<file path="src/hw/rtl/obm_pkg.sv">
// obm_pkg: shared types and constants of the 1-Wire bus master
// used by the channel interfaces, the register block, the engine and the top level
`default_nettype none

package obm_pkg;

   localparam int unsigned TICK_W    = 10;
   localparam int unsigned BYTE_W    = 8;
   localparam int unsigned BIT_IDX_W = 3;
   localparam int unsigned CFG_IDX_W = 3;

   localparam logic [TICK_W-1:0] RESET_LOW_DEFAULT      = 10'd480;
   localparam logic [TICK_W-1:0] PRESENCE_SAMPLE_DEFAULT = 10'd60;
   localparam logic [TICK_W-1:0] RESET_RECOVERY_DEFAULT = 10'd420;
   localparam logic [TICK_W-1:0] WRITE_SLOT_DEFAULT     = 10'd60;
   localparam logic [TICK_W-1:0] READ_SAMPLE_DEFAULT    = 10'd14;
   localparam logic [TICK_W-1:0] READ_RECOVERY_DEFAULT  = 10'd420;

   localparam logic [BIT_IDX_W-1:0] LAST_BIT = 3'd7;

   typedef enum logic [1:0] {
      CMD_NONE  = 2'd0,
      CMD_RESET = 2'd1,
      CMD_WRITE = 2'd2,
      CMD_READ  = 2'd3
   } cmd_type;

   typedef enum logic [CFG_IDX_W-1:0] {
      CFG_RESET_LOW       = 3'd0,
      CFG_PRESENCE_SAMPLE = 3'd1,
      CFG_RESET_RECOVERY  = 3'd2,
      CFG_WRITE_SLOT      = 3'd3,
      CFG_READ_SAMPLE     = 3'd4,
      CFG_READ_RECOVERY   = 3'd5
   } cfg_index_type;

   typedef enum logic [3:0] {
      PH_IDLE    = 4'b0001,
      PH_PULSE   = 4'b0010,
      PH_WAIT    = 4'b0100,
      PH_RECOVER = 4'b1000
   } phase_type;

   typedef struct packed {
      logic [TICK_W-1:0] reset_low_ticks;
      logic [TICK_W-1:0] presence_sample_ticks;
      logic [TICK_W-1:0] reset_recovery_ticks;
      logic [TICK_W-1:0] write_slot_ticks;
      logic [TICK_W-1:0] read_sample_ticks;
      logic [TICK_W-1:0] read_recovery_ticks;
   } cfg_type;

   typedef struct packed {
      logic [1:0]        command;
      logic [BYTE_W-1:0] data_byte;
      logic              line_level;
   } item_type;

   typedef struct packed {
      logic              drive_low;
      logic              busy_res;
      logic              done_res;
      logic              presence;
      logic [BYTE_W-1:0] read_byte;
   } result_type;

endpackage

`default_nettype wire

</file>
<file path="src/hw/rtl/obm_if.sv">
// obm_req_if and obm_rsp_if: valid/ready channels of the 1-Wire bus master
// depends on obm_pkg for field widths
`default_nettype none

interface obm_req_if;
   logic                        valid;
   logic                        ready;
   logic [1:0]                  command;
   logic [obm_pkg::BYTE_W-1:0]  data_byte;
   logic                        line_level;

   modport source (output valid, output command, output data_byte, output line_level,
                   input ready);
   modport sink   (input valid, input command, input data_byte, input line_level,
                   output ready);
endinterface

interface obm_rsp_if;
   logic                        valid;
   logic                        ready;
   logic                        drive_low;
   logic                        busy_res;
   logic                        done_res;
   logic                        presence;
   logic [obm_pkg::BYTE_W-1:0]  read_byte;

   modport source (output valid, output drive_low, output busy_res, output done_res,
                   output presence, output read_byte, input ready);
   modport sink   (input valid, input drive_low, input busy_res, input done_res,
                   input presence, input read_byte, output ready);
endinterface

`default_nettype wire

</file>
<file path="src/hw/rtl/obm_csr.sv">
// obm_csr: timing registers of the 1-Wire bus master, written through a plain write port
// depends on obm_pkg
`default_nettype none

module obm_csr (
   input  wire logic                            clock,
   input  wire logic                            reset,
   input  wire logic                            csr_write_en,
   input  wire logic [obm_pkg::CFG_IDX_W-1:0]   csr_index,
   input  wire logic [obm_pkg::TICK_W-1:0]      csr_write_data,
   output obm_pkg::cfg_type                     cfg
);

   obm_pkg::cfg_type cfg_ff, cfg_in;

   always_comb begin
      cfg_in = cfg_ff;
      if (csr_write_en) begin
         unique case (csr_index)
            obm_pkg::CFG_RESET_LOW:       cfg_in.reset_low_ticks       = csr_write_data;
            obm_pkg::CFG_PRESENCE_SAMPLE: cfg_in.presence_sample_ticks = csr_write_data;
            obm_pkg::CFG_RESET_RECOVERY:  cfg_in.reset_recovery_ticks  = csr_write_data;
            obm_pkg::CFG_WRITE_SLOT:      cfg_in.write_slot_ticks      = csr_write_data;
            obm_pkg::CFG_READ_SAMPLE:     cfg_in.read_sample_ticks     = csr_write_data;
            obm_pkg::CFG_READ_RECOVERY:   cfg_in.read_recovery_ticks   = csr_write_data;
            default:                      cfg_in = cfg_ff;
         endcase
      end
   end

   always_ff @(posedge clock) begin
      if (reset) begin
         cfg_ff.reset_low_ticks       <= obm_pkg::RESET_LOW_DEFAULT;
         cfg_ff.presence_sample_ticks <= obm_pkg::PRESENCE_SAMPLE_DEFAULT;
         cfg_ff.reset_recovery_ticks  <= obm_pkg::RESET_RECOVERY_DEFAULT;
         cfg_ff.write_slot_ticks      <= obm_pkg::WRITE_SLOT_DEFAULT;
         cfg_ff.read_sample_ticks     <= obm_pkg::READ_SAMPLE_DEFAULT;
         cfg_ff.read_recovery_ticks   <= obm_pkg::READ_RECOVERY_DEFAULT;
      end else begin
         cfg_ff <= cfg_in;
      end
   end

   assign cfg = cfg_ff;

endmodule

`default_nettype wire

</file>
<file path="src/hw/rtl/obm_engine.sv">
// obm_engine: bus timing state and the per-tick step of the 1-Wire bus master
// depends on obm_pkg; advances once per tick beat taken from the input register
`default_nettype none

module obm_engine (
   input  wire logic                 clock,
   input  wire logic                 reset,
   input  wire logic                 step_en,
   input  obm_pkg::item_type         item,
   input  obm_pkg::cfg_type          cfg,
   output obm_pkg::result_type       result
);

   obm_pkg::phase_type                 phase_ff, phase_in, eff_phase;
   obm_pkg::cmd_type                   op_ff, op_in, eff_op;
   logic [obm_pkg::TICK_W-1:0]         count_ff, count_in, eff_count, count_inc, limit;
   logic [obm_pkg::BIT_IDX_W-1:0]      bit_ff, bit_in, eff_bit;
   logic [obm_pkg::BYTE_W-1:0]         shift_ff, shift_in, eff_shift;
   logic [obm_pkg::BYTE_W-1:0]         last_ff, last_in;
   logic                               pres_ff, pres_in;
   logic                               start, reached, drive, done;

   // a command taken in idle acts on the same tick
   always_comb begin
      start     = (phase_ff == obm_pkg::PH_IDLE) &&
                  (obm_pkg::cmd_type'(item.command) != obm_pkg::CMD_NONE);
      eff_phase = start ? obm_pkg::PH_PULSE : phase_ff;
      eff_op    = start ? obm_pkg::cmd_type'(item.command) : op_ff;
      eff_count = start ? '0 : count_ff;
      eff_bit   = start ? '0 : bit_ff;
      eff_shift = shift_ff;
      if (start) begin
         eff_shift = (obm_pkg::cmd_type'(item.command) == obm_pkg::CMD_WRITE) ?
                     item.data_byte : '0;
      end
   end

   always_comb begin
      limit = cfg.read_recovery_ticks;
      if (eff_op == obm_pkg::CMD_RESET) begin
         priority case (1'b1)
            eff_phase == obm_pkg::PH_PULSE: limit = cfg.reset_low_ticks;
            eff_phase == obm_pkg::PH_WAIT:  limit = cfg.presence_sample_ticks;
            default:                        limit = cfg.reset_recovery_ticks;
         endcase
      end else if (eff_op == obm_pkg::CMD_WRITE) begin
         limit = cfg.write_slot_ticks;
      end else if (eff_phase == obm_pkg::PH_WAIT) begin
         limit = cfg.read_sample_ticks;
      end
      count_inc = eff_count + 1'b1;
      // a zero limit behaves like a limit of one
      reached   = (count_inc >= limit);
   end

   always_comb begin
      phase_in = eff_phase;
      op_in    = eff_op;
      count_in = eff_count;
      bit_in   = eff_bit;
      shift_in = eff_shift;
      pres_in  = pres_ff;
      last_in  = last_ff;
      drive    = 1'b0;
      done     = 1'b0;
      unique case (eff_phase)
         obm_pkg::PH_IDLE: begin
            phase_in = obm_pkg::PH_IDLE;
         end
         obm_pkg::PH_PULSE: begin
            drive = 1'b1;
            if (eff_op == obm_pkg::CMD_RESET) begin
               count_in = count_inc;
               if (reached) begin
                  phase_in = obm_pkg::PH_WAIT;
                  count_in = '0;
               end
            end else begin
               phase_in = obm_pkg::PH_WAIT;
               count_in = '0;
            end
         end
         obm_pkg::PH_WAIT: begin
            count_in = count_inc;
            if (eff_op == obm_pkg::CMD_RESET) begin
               if (reached) begin
                  pres_in  = ~item.line_level;
                  phase_in = obm_pkg::PH_RECOVER;
                  count_in = '0;
               end
            end else if (eff_op == obm_pkg::CMD_WRITE) begin
               drive = ~eff_shift[0];
               if (reached) begin
                  shift_in = {1'b0, eff_shift[obm_pkg::BYTE_W-1:1]};
                  count_in = '0;
                  if (eff_bit == obm_pkg::LAST_BIT) begin
                     bit_in   = '0;
                     phase_in = obm_pkg::PH_IDLE;
                     done     = 1'b1;
                  end else begin
                     bit_in   = eff_bit + 1'b1;
                     phase_in = obm_pkg::PH_PULSE;
                  end
               end
            end else begin
               if (reached) begin
                  shift_in = {item.line_level, eff_shift[obm_pkg::BYTE_W-1:1]};
                  phase_in = obm_pkg::PH_RECOVER;
                  count_in = '0;
               end
            end
         end
         obm_pkg::PH_RECOVER: begin
            count_in = count_inc;
            if (reached) begin
               count_in = '0;
               if (eff_op == obm_pkg::CMD_RESET) begin
                  phase_in = obm_pkg::PH_IDLE;
                  done     = 1'b1;
               end else if (eff_bit == obm_pkg::LAST_BIT) begin
                  bit_in   = '0;
                  phase_in = obm_pkg::PH_IDLE;
                  last_in  = eff_shift;
                  done     = 1'b1;
               end else begin
                  bit_in   = eff_bit + 1'b1;
                  phase_in = obm_pkg::PH_PULSE;
               end
            end
         end
         default: begin
            phase_in = obm_pkg::PH_IDLE;
         end
      endcase
   end

   always_ff @(posedge clock) begin
      if (reset) begin
         phase_ff <= obm_pkg::PH_IDLE;
         op_ff    <= obm_pkg::CMD_NONE;
         count_ff <= '0;
         bit_ff   <= '0;
         shift_ff <= '0;
         pres_ff  <= 1'b0;
         last_ff  <= '0;
      end else if (step_en) begin
         phase_ff <= phase_in;
         op_ff    <= op_in;
         count_ff <= count_in;
         bit_ff   <= bit_in;
         shift_ff <= shift_in;
         pres_ff  <= pres_in;
         last_ff  <= last_in;
      end
   end

   always_comb begin
      result.drive_low = drive;
      result.busy_res  = (eff_phase != obm_pkg::PH_IDLE);
      result.done_res  = done;
      result.presence  = pres_in;
      result.read_byte = last_in;
   end

endmodule

`default_nettype wire

</file>
<file path="src/hw/rtl/onewire_bus_master.sv">
// onewire_bus_master: top level, input register, engine and result register
// depends on obm_pkg, obm_req_if, obm_rsp_if, obm_csr and obm_engine
//
//   channel  | dir | handshake              | payload
//   req_if   | in  | valid/ready            | command, data_byte, line_level
//   rsp_if   | out | valid/ready            | drive_low, busy_res, done_res, presence, read_byte
//   csr_*    | in  | write enable, no ready | csr_index, csr_write_data
//
// one tick beat per cycle sustained while rsp_if.ready holds; a result passes the input and result registers
// the engine steps once per cycle, unless stalled, from the input register into the result register
// reset clears all timing state and loads the default register values
// a stall on rsp_if holds the result register, then the input register, then req_if.ready
`default_nettype none

module onewire_bus_master (
   input  wire logic                            clock,
   input  wire logic                            reset,
   obm_req_if.sink                              req_if,
   obm_rsp_if.source                            rsp_if,
   input  wire logic                            csr_write_en,
   input  wire logic [obm_pkg::CFG_IDX_W-1:0]   csr_index,
   input  wire logic [obm_pkg::TICK_W-1:0]      csr_write_data
);

   obm_pkg::cfg_type    cfg;
   obm_pkg::item_type   item_ff;
   obm_pkg::result_type step_result, rsp_data_ff;
   logic                item_vld_ff, item_vld_in;
   logic                rsp_vld_ff, rsp_vld_in;
   logic                advance, req_fire;

   obm_csr u_csr (
      .clock          (clock),
      .reset          (reset),
      .csr_write_en   (csr_write_en),
      .csr_index      (csr_index),
      .csr_write_data (csr_write_data),
      .cfg            (cfg)
   );

   obm_engine u_engine (
      .clock   (clock),
      .reset   (reset),
      .step_en (advance),
      .item    (item_ff),
      .cfg     (cfg),
      .result  (step_result)
   );

   // the held tick moves on once the result register is free or being emptied
   assign advance      = item_vld_ff && (!rsp_vld_ff || rsp_if.ready);
   assign req_if.ready = !item_vld_ff || advance;
   assign req_fire     = req_if.valid && req_if.ready;

   always_comb begin
      item_vld_in = item_vld_ff;
      if (req_fire) begin
         item_vld_in = 1'b1;
      end else if (advance) begin
         item_vld_in = 1'b0;
      end
      rsp_vld_in = rsp_vld_ff;
      if (advance) begin
         rsp_vld_in = 1'b1;
      end else if (rsp_if.ready) begin
         rsp_vld_in = 1'b0;
      end
   end

   always_ff @(posedge clock) begin
      if (reset) begin
         item_vld_ff <= 1'b0;
         rsp_vld_ff  <= 1'b0;
      end else begin
         item_vld_ff <= item_vld_in;
         rsp_vld_ff  <= rsp_vld_in;
      end
   end

   always_ff @(posedge clock) begin
      if (req_fire) begin
         item_ff.command    <= req_if.command;
         item_ff.data_byte  <= req_if.data_byte;
         item_ff.line_level <= req_if.line_level;
      end
      if (advance) begin
         rsp_data_ff <= step_result;
      end
   end

   assign rsp_if.valid     = rsp_vld_ff;
   assign rsp_if.drive_low = rsp_data_ff.drive_low;
   assign rsp_if.busy_res  = rsp_data_ff.busy_res;
   assign rsp_if.done_res  = rsp_data_ff.done_res;
   assign rsp_if.presence  = rsp_data_ff.presence;
   assign rsp_if.read_byte = rsp_data_ff.read_byte;

endmodule

`default_nettype wire

</file>
<file path="src/flat_wrapper.sv">
// flat-port wrapper written by rule: the top's interface ports become plain ports
module onewire_bus_master_flat 
  (clock, reset, csr_write_en, csr_index, csr_write_data, req_if_valid, req_if_command, req_if_data_byte, req_if_line_level, req_if_ready, rsp_if_valid, rsp_if_drive_low, rsp_if_busy_res, rsp_if_done_res, rsp_if_presence, rsp_if_read_byte, rsp_if_ready);
  obm_req_if req_if_i ();
  obm_rsp_if rsp_if_i ();
  input  wire logic clock;
  input  wire logic reset;
  input  wire logic csr_write_en;
  input  wire logic [obm_pkg::CFG_IDX_W-1:0] csr_index;
  input  wire logic [obm_pkg::TICK_W-1:0] csr_write_data;
  input wire logic [$bits(req_if_i.valid)-1:0] req_if_valid;
  input wire logic [$bits(req_if_i.command)-1:0] req_if_command;
  input wire logic [$bits(req_if_i.data_byte)-1:0] req_if_data_byte;
  input wire logic [$bits(req_if_i.line_level)-1:0] req_if_line_level;
  output wire logic [$bits(req_if_i.ready)-1:0] req_if_ready;
  output wire logic [$bits(rsp_if_i.valid)-1:0] rsp_if_valid;
  output wire logic [$bits(rsp_if_i.drive_low)-1:0] rsp_if_drive_low;
  output wire logic [$bits(rsp_if_i.busy_res)-1:0] rsp_if_busy_res;
  output wire logic [$bits(rsp_if_i.done_res)-1:0] rsp_if_done_res;
  output wire logic [$bits(rsp_if_i.presence)-1:0] rsp_if_presence;
  output wire logic [$bits(rsp_if_i.read_byte)-1:0] rsp_if_read_byte;
  input wire logic [$bits(rsp_if_i.ready)-1:0] rsp_if_ready;
  assign req_if_i.valid = req_if_valid;
  assign req_if_i.command = req_if_command;
  assign req_if_i.data_byte = req_if_data_byte;
  assign req_if_i.line_level = req_if_line_level;
  assign req_if_ready = req_if_i.ready;
  assign rsp_if_valid = rsp_if_i.valid;
  assign rsp_if_drive_low = rsp_if_i.drive_low;
  assign rsp_if_busy_res = rsp_if_i.busy_res;
  assign rsp_if_done_res = rsp_if_i.done_res;
  assign rsp_if_presence = rsp_if_i.presence;
  assign rsp_if_read_byte = rsp_if_i.read_byte;
  assign rsp_if_i.ready = rsp_if_ready;
  onewire_bus_master u_core (.clock(clock), .reset(reset), .req_if(req_if_i), .rsp_if(rsp_if_i), .csr_write_en(csr_write_en), .csr_index(csr_index), .csr_write_data(csr_write_data));
endmodule
</file>
<file path="config.mk">
export PLATFORM = sky130hd
export DESIGN_NAME = onewire_bus_master_flat
export DESIGN_NICKNAME = d
export VERILOG_FILES = /design/src/hw/rtl/obm_pkg.sv /design/src/hw/rtl/obm_if.sv /design/src/hw/rtl/obm_csr.sv /design/src/hw/rtl/obm_engine.sv /design/src/hw/rtl/onewire_bus_master.sv /design/src/flat_wrapper.sv
export SDC_FILE = /design/constraint.sdc
export NUM_CORES = 1
export LEC_CHECK = 0
export BUFFER_PORTS_ARGS = -buffer_cell sky130_fd_sc_hd__buf_4
export CAP_MARGIN = 20
export CORE_MARGIN = 2
export CORE_UTILIZATION = 35
export DETAILED_ROUTE_END_ITERATION = 16
export PLACE_DENSITY_LB_ADDON = 0.2
export SYNTH_ARGS = -nofsm -noshare
export SYNTH_HDL_FRONTEND = slang
export SYNTH_SLANG_ARGS = --single-unit
</file>
<file path="constraint.sdc">
create_clock -name clock -period 4.75 [get_ports clock]
set_input_delay 0.95 -clock clock [delete_from_list [all_inputs] [get_ports clock]]
set_output_delay 0.95 -clock clock [all_outputs]
set_load 0.05 [all_outputs]
</file>
==> reports/qor.txt <==
Required time at the worst-slack endpoint: 4920 ps
Count of hold buffers inserted by post-cts repair: 0
Deepest level of the CTS H-tree: 4
Gp weighted congestion: 0.878
Max Fanout on Critical Path: 15
Smallest setup slack after layout: 488 ps
Initial Util: 36.1%
Ys Warns: 0
Floorplan Core Area: 0.0160 sq mm
Final hold violation count: 0
PnR Total Power: 2.65 mW
Sequential area share after synthesis: 46.0%
Diode insertion count for antenna repair: 0
Vias: 4818
Class of the most critical setup path: reg2reg
Maximum capacitance violations: 0
Beginning of the worst register-to-register path: u_core.u_engine.phase_ff[1]$_SDFFE_PP0P_
Worst Hold Path EP: u_core.u_csr.cfg[20]$_SDFFE_PP0P_
Cell-by-cell listing of the critical path: nor4b_4, and2_1, or2_1, a311oi_1, a221oi_1, ha_1, nand4_1, a211oi_1, nor3_1, nand2_1, nand2_2, mux2_2
Floorplan die area: 0.0175 sq mm
Power density over the cells: 385 mW/mm^2
Reg-to-reg endpoint: u_core.rsp_if.read_byte[5]$_DFFE_PP_
Setup Slack @ Placement: 498 ps
Unrepaired setup endpoints after global routing: false
Max Clock Freq: 235 MHz
Library cell occupying the most area in the post-synthesis netlist: dfxtp_1
Via count of the first global-routing pass: 4769
Remaining antenna violation count after routing: 0
Relative slew margins: 39.1%
Nets: 740
Post-detailed-placement half-perimeter wirelength: 10.0 mm
Final WL: 14.6 mm
Result of the run: complete, no violations
Gate count after technology mapping: 664
Cell area reported after detailed placement: 0.00628 sq mm
Initial antenna violation count: 0
Worst Tran Pin Value: 914 ps
Layout cell share with drive strength beyond 1: 14.2%
Cells taking the most area after synthesis: dfxtp_1 (34%), edfxtp_1 (12%), nand2_1 (11%)
Maximum single-stage delay on the critical path: 560 ps
Slowest cell on the critical path: or2_1
Root Buffer Master: clkbuf_16
Most common library cell in the layout ignoring fill and taps: nand2_1
Number of distinct library cells after synthesis: 57
Syn Std Cell Area: 0.00577 sq mm
Kind of capture point of the worst setup path: flop
Count of unresolved DRC violations after routing: 0
Die Height: 132 um
WHS: 453 ps
Global-route wire length before repair: 24.1 mm
Std cell rows: 46
Worst Reg-to-Reg Cells: 12
FF+latch count, synth: 121
Static Leakage: 2.65 nW
Worst-skew pair later-pin latency: 420 ps
Register-to-register setup slack: 490 ps
Largest net degree at the start of global routing: 95
Setup Buffers After CTS: 0
Crit start category: flop
DR WL/cell: 15.8 um
Horizontal extent of the die: 132 um
Final setup viols: 0
Number of sinks on the clock net: 121
Leading register cell type out of synthesis: dfxtp_1
Hold Path Depth: 2
Overall overflow remaining after global route: 0
Initial DRC Count: 255
Path type of the worst min-delay path: reg2reg
Post-placement cell count: 895
Commonest cells after routing, fill and taps aside: nand2_1 (171), dfxtp_1 (98), nor2_1 (55)
Mapped Nets: 706
Clock-pin transition on the worst setup and hold timing paths: 60 ps
Clock skew after layout: 6.53 ps
Number of detailed-routing iterations run before antenna repair: 5
Share of Yosys cell area claimed by the top area cell type: 34.0%
Post-Route Setup TNS: 0 ps
Buffer depth of the longest clock path: 2
Number of CTS-inserted buffers: 17
Final Max Tran Viols: 0
Crit path arrival time: 4430 ps
Maximum vdd ir drop: 0.287 mV
Number of synthesized flops with an enable pin: 23
Proportion of register bits with asynchronous set or reset after synthesis: 0%
Number of filler instances in the final layout: 1607
Boundary Pins: 43
Post-synthesis to final-layout area growth: 19.3%
Start point of the worst hold path: u_core.u_csr.cfg[20]$_SDFFE_PP0P_
CTS tree: yes
Tmin final: 4260 ps
Vias per std cell: 5.20
Post_cts resized: 0
Port bufs: 42
Fraction of the cycle the final worst path needs: 89.7%
All-Layer GR Usage: 17.3%
Synthesized area divided by synthesized cell count: 8.69 sq um
Number of non-filler instances in the completed layout: 927
Final cell utilization of the core: 43.0%
Final instance area: 0.00689 sq mm
==> worst max-delay path by stage <==
stage / start / end / cells past startpoint
floorplan: u_core.u_engine.phase_ff[0]$_SDFFE_PP1P_ / u_core.u_engine.phase_ff[3]$_SDFFE_PP0P_ / 14
detailed placement: u_core.u_engine.phase_ff[1]$_SDFFE_PP0P_ / u_core.rsp_if.read_byte[7]$_DFFE_PP_ / 12
global route: u_core.u_engine.phase_ff[1]$_SDFFE_PP0P_ / u_core.rsp_if.read_byte[4]$_DFFE_PP_ / 12
CTS: u_core.u_engine.phase_ff[1]$_SDFFE_PP0P_ / u_core.rsp_if.read_byte[5]$_DFFE_PP_ / 12
global placement: u_core.u_engine.phase_ff[1]$_SDFFE_PP0P_ / u_core.rsp_if.read_byte[5]$_DFFE_PP_ / 14
finish: u_core.u_engine.phase_ff[1]$_SDFFE_PP0P_ / u_core.rsp_if.read_byte[5]$_DFFE_PP_ / 12
==> metal layers <==
layer | wire (um) | track usage [%] | up-vias
li1 | - | - | 2420
met1 | 6590 | 21.4 | 2257
met2 | 7150 | 29.0 | 121
met3 | 703 | 4.27 | 20
met4 | 200 | 6.63 | 0
met5 | 0 | 0 | -
==> cell type report <==
cell class              count  area [sq um]  area share (%)
repair buffers             53           398            5.78
inverters                   5          18.8           0.273
flip-flops and latches    121          2650            38.5
clock inverters             7          77.6            1.13
well taps                 216           270            3.93
clock buffers              25           529            7.69
multi-input cells         500          2940            42.7
==> power by group <==
group | switching, mW | total [mW] | internal, mW
clock network | 0.475 | 1.31 | 0.830
registers | 0.0191 | 1.10 | 1.08
logic | 0.162 | 0.250 | 0.0880
total | 0.656 | 2.65 | 1.99
==> cells by family (layout without fill, tap and decap cells) <==
group	after synthesis	count (layout)	share of synthesized area [%]
AO/OA/AOI/OAI	131	131	16.0
XOR/XNOR	7	7	1.06
adder cells (fa/ha/maj)	13	13	2.82
buffers and inverters	43	90	3.25
flip-flops	121	121	46.0
multiplexers	24	24	4.34
AND/OR/NAND/NOR	325	325	26.5
==> state kept, by name, indices dropped and copies added, names as in the netlist <==
register	cells
u_core.u_csr.cfg	60
u_core.item_ff	11
u_core.u_engine.count_ff	10
u_core.rsp_if.read_byte	8
u_core.u_engine.last_ff	8
u_core.u_engine.shift_ff	8
u_core.u_engine.phase_ff	4
u_core.u_engine.bit_ff	3
u_core.u_engine.op_ff	2
u_core.item_vld_ff	1
u_core.rsp_if.busy_res	1
u_core.rsp_if.done_res	1
u_core.rsp_if.drive_low	1
u_core.rsp_if.presence	1
u_core.rsp_if.valid	1
u_core.u_engine.pres_ff	1
==> synth_stat cells, types with 6 or more instances <==
master / number
a21oi_1: 46
a221oi_1: 7
a22o_1: 17
a311oi_1: 11
and2_1: 9
and3_1: 6
buf_2: 8
clkbuf_1: 26
dfxtp_1: 98
edfxtp_1: 23
ha_1: 13
mux2_2: 8
mux2i_1: 16
nand2_1: 171
nand3_1: 15
nand3b_1: 28
nor2_1: 55
nor2b_1: 10
o211ai_1: 8
o21ai_0: 16
==> critical path, delay by kind of cell (launching register included) <==
kind	cells	cell delay, ps
flops	1	450
simple gates	7	2370
compound gates	3	490
mux	1	370
fa+ha+maj	1	300
Power figures use the tool's default switching activity.
